--- src/rtl/ghst_pkg.sv ---
`default_nettype none

package ghst_pkg;

  // Default table geometry
  localparam int SLOTS_DEF    = 256;
  localparam int GEN_BITS_DEF = 16;

  // Command codes
  localparam logic [1:0] CMD_CREATE  = 2'd0;
  localparam logic [1:0] CMD_DESTROY = 2'd1;
  localparam logic [1:0] CMD_FLUSH   = 2'd2;
  localparam logic [1:0] CMD_GET     = 2'd3;

  // Status codes
  localparam logic [1:0] ST_OK   = 2'd0;
  localparam logic [1:0] ST_NULL = 2'd1;
  localparam logic [1:0] ST_BAD  = 2'd2;
  localparam logic [1:0] ST_FULL = 2'd3;

  // Stored payload of one slot
  typedef struct packed {
    logic [15:0] pipeline_id;
    logic [31:0] material_word;
  } pay_t;

  localparam int PAY_W = $bits(pay_t);

  // Input word
  typedef struct packed {
    logic [1:0]  cmd;
    logic        handle_valid;
    logic [7:0]  handle_index;
    logic [15:0] handle_generation;
    logic [15:0] pipeline_id;
    logic [31:0] material_word;
  } in_word_t;

  // Result word
  typedef struct packed {
    logic [1:0]  status;
    logic [7:0]  out_index;
    logic [15:0] out_generation;
    logic [15:0] out_pipeline_id;
    logic [31:0] out_material_word;
  } out_word_t;

endpackage

`default_nettype wire

--- src/rtl/ghst_ram.sv ---
`default_nettype none

module ghst_ram #(
  parameter int DEPTH = ghst_pkg::SLOTS_DEF,
  parameter int WIDTH = $clog2(ghst_pkg::SLOTS_DEF)
) (
  input  wire logic                     clk,
  input  wire logic                     wr_en,
  input  wire logic [$clog2(DEPTH)-1:0] wr_addr,
  input  wire logic [WIDTH-1:0]         wr_data,
  input  wire logic                     rd_en,
  input  wire logic [$clog2(DEPTH)-1:0] rd_addr,
  output logic      [WIDTH-1:0]         rd_data
);

  logic [WIDTH-1:0] mem [DEPTH];
  logic [WIDTH-1:0] rd_data_r;

  // Write one entry, read one entry with registered data
  always_ff @(posedge clk) begin
    if (wr_en) begin
      mem[wr_addr] <= wr_data;
    end
    if (rd_en) begin
      rd_data_r <= mem[rd_addr];
    end
  end

  assign rd_data = rd_data_r;

endmodule

`default_nettype wire

--- config.mk ---
export PLATFORM = sky130hd
export DESIGN_NAME = ghst_ram
export DESIGN_NICKNAME = d
export VERILOG_FILES = /design/src/rtl/ghst_pkg.sv /design/src/rtl/ghst_ram.sv
export SDC_FILE = /design/constraint.sdc
export NUM_CORES = 2
export LEC_CHECK = 0
export ABC_AREA = 1
export BUFFER_PORTS_ARGS = -buffer_cell sky130_fd_sc_hd__buf_4
export CAP_MARGIN = 20
export CELL_PAD_IN_SITES_DETAIL_PLACEMENT = 2
export CELL_PAD_IN_SITES_GLOBAL_PLACEMENT = 2
export CORE_AREA = 2 2 341 595
export DETAILED_ROUTE_END_ITERATION = 10
export DIE_AREA = 0 0 343 597
export PLACE_DENSITY = 0.76
export SYNTH_ARGS = -nofsm -noshare
export SYNTH_HDL_FRONTEND = slang
export SYNTH_SLANG_ARGS = --single-unit
--- constraint.sdc ---
create_clock -name clk -period 4.3 [get_ports clk]
set_input_delay 0 -clock clk [delete_from_list [all_inputs] [get_ports clk]]
set_output_delay 0 -clock clk [all_outputs]
set_load 0.005 [all_outputs]
==> results.cfg <==
[timing]
hold_viol = 1
timing.slew.headroom_pct = 19.8
clock_skew_ps = 36.8
post-route-min-period_ps = 3370
setup_violations = 0
worst_slew_pin_slew_ps = 1200
drv_slew = 0
setup_ws_ps = 929
rsz0062_at_grt = no
setup_tns_ps = 0
post-route-period-util_pct = 78.4
fmax_ghz = 0.297
whs_ps = -2.59

[synthesis]
ys_types = 13
synth_cells = 7003
synth_edf_count = 2056
yosysMostFrequentCell = nand2_1
synth_common_cells = nand2_1, edfxtp_1, nand3_1
synth_top_area_cell = edfxtp_1
postSynthAreaPerCell_um2 = 11.9
synth_nets = 7030
async_flop_share_pct = 0
ys_seq_elements = 2056
synth_top_area_share_pct = 74.0
yosysSeqAreaShare_pct = 74.0
yosys_warnings = 0
ys.flop_type = edfxtp_1
synth_area_mm2 = 0.0835
yosys-top-cells-area = edfxtp_1, nand3_1, nand2_1, buf_2, nor2_1

[job]
maxCapViolations = 0

[setup_path]
timing.critical_path.mode_cell = nand3_1
worstPathCellList = buf_8 > inv_8 > buf_12 > nand3_1 > nand3_1 > nand3_1 > nand3_1 > nand3_1 > nand3_1 > nand2_1 > nand2_1 > dlygate4sd3_1 > nand2_1 > dlygate4sd3_1
cp-start-kind = input port
ff2ff_setup_slack_ps = 980
end_kind = flop
path_max_fanout = 132
slowest_stage = dlygate4sd3_1
crit_type = input port to flop
cp.arrival_ps = 3990
cp.required_ps = 4920
cpPeakStageDelay_ps = 560

[drt]
ant_nets = 0
drt_iter0_drc = 5153
routed_wl_um = 305000
vias = 57300
viasPerCell = 5.93
drcViolationCount = 0
first_pass_iters = 6
wire_per_inst_um = 31.6

[final_layout]
area_growth_pct = 10.4
nFillCells = 19900
utilization_pct = 46.1
fin_nets = 6898
final_cell_area_mm2 = 0.0922
drive_above_1_share_pct = 5.88

[cts]
cts.sinks = 2056
htreeDepth = 4
cts-root-buf = clkbuf_16
cts_tree = done
clk_pin_slew_ps = 70
cts_buffers = 193
post_cts_resize_count = 0
cts_buffer_depth = 4
clock_latency_ps = 870

[placement]
place_area_mm2 = 0.0859
place_congestion = 0.843
pre_cts_ws_ps = 931
port_buffers = 34
dp_hpwl_um = 182000

[global_route]
grt_max_degree = 180
grt_pass1_vias = 63500
grt_usage_pct = 29.6
grt_first_pass_wirelength_um = 444000
antenna_found_initial = 17
grt_overflow_total = 0

[min_path]
hold_class = input port to flop

[floorplanning]
dieArea_mm2 = 0.205
coreArea_mm2 = 0.200
die_w_um = 343
rows = 217
ios = 35
fp.dieH_um = 597
start_util_pct = 41.8

[pwr]
p_leak_nw = 31.5
ir_drop_v = 0.000343
p_per_area_mw_per_mm2 = 457

[outcome]
status = finished, violations left
violations = hold timing
metrics by stage:
stage	hold WS, ps	power (W)	instances
final	-2.59	0.0421	9652
after global routing	8.91	0.0431	9648
after CTS	29.8	0.0423	9643
after detailed placement	338	0.0253	9284
after global placement	343	0.0252	9282
after floorplan	98.9	0.0239	7003
final timing paths:
path	startpoint	cells past startpoint	to
max	rd_addr[1]	14	rd_data[4]
min	wr_addr[0]	6	mem[148][6]
max reg2reg	mem[129][4]	12	rd_data[4]
min reg2reg	mem[58][5]	10	rd_data[5]
registers in the layout (all words and copies together) (netlist names):
register,cells
mem,2048
rd_data,8
layer usage:
| layer | wire length (um) | share of wire [%] | GRT usage (%) | up-vias |
|---|---|---|---|---|
| li1 | - | - | - | 24600 |
| met5 | 36 | 0.012 | 0 | - |
| met1 | 110000 | 36 | 33.8 | 30200 |
| met3 | 13800 | 4.5 | 3.17 | 686 |
| met2 | 160000 | 52 | 52.9 | 1805 |
| met4 | 21100 | 6.9 | 18.4 | 6 |
area by class of cell:
class / instances / area [um^2] / area share [%]
tap: 2628 / 3290 / 3.57
antenna: 6 / 15.0 / 0.0163
clock inverter: 110 / 1010 / 1.10
multi-input combinational: 4425 / 19200 / 20.8
sequential: 2056 / 61700 / 67.0
clock buffer: 232 / 5040 / 5.47
timing repair buffer: 156 / 1760 / 1.91
inverter: 39 / 180 / 0.195
power breakdown:
| group | total [W] | internal [W] | switching, W |
|---|---|---|---|
| sequential | 0.0221 | 0.0221 | 0.0000285 |
| clock | 0.0172 | 0.00947 | 0.00775 |
| combinational | 0.00280 | 0.000601 | 0.00220 |
| total | 0.0421 | 0.0322 | 0.00998 |
critical path, delay by kind of cell:
| kind | cells | cell delay, ps |
|---|---|---|
| and+or+nand+nor | 9 | 1380 |
| buffers and inverters | 5 | 2220 |
repair_timing:
item	4_1_cts	5_1_grt
endpoints found under the setup margin	0	0
hold endpoints to repair	936	0
hold buffers	17	0
buffers inserted	0	0
kinds of logic after synthesis:
family / synth area share, %
flip-flops: 74.0
AND/OR/NAND/NOR: 22.9
buffers and inverters: 3.12
placed cells by master (no fill, tap or decap):
master         Yosys  layout
buf_4             46      88
clkbuf_1         112      36
inv_6              0       2
inv_4              1       1
buf_12             0      36
clkinv_4           0       3
buf_8              1      11
nand2_1         2123    2115
clkbuf_16          0     196
clkinv_2           0      35
dlygate4sd3_1      0      17
nor2_1           283     283
clkinv_1           0      45
edfxtp_1        2056    2056
inv_8              0       2
inv_16             0       1
diode_2            0       6
clkinvlp_4         0       5
inv_1             36      34
buf_6             16       4
bufinv_16          0      19
inv_2              2       1
clkinv_8           0       1
nand3_1         2019    2019
nand2_2            0       8
Note: power is estimated with default switching activity, not from simulation.
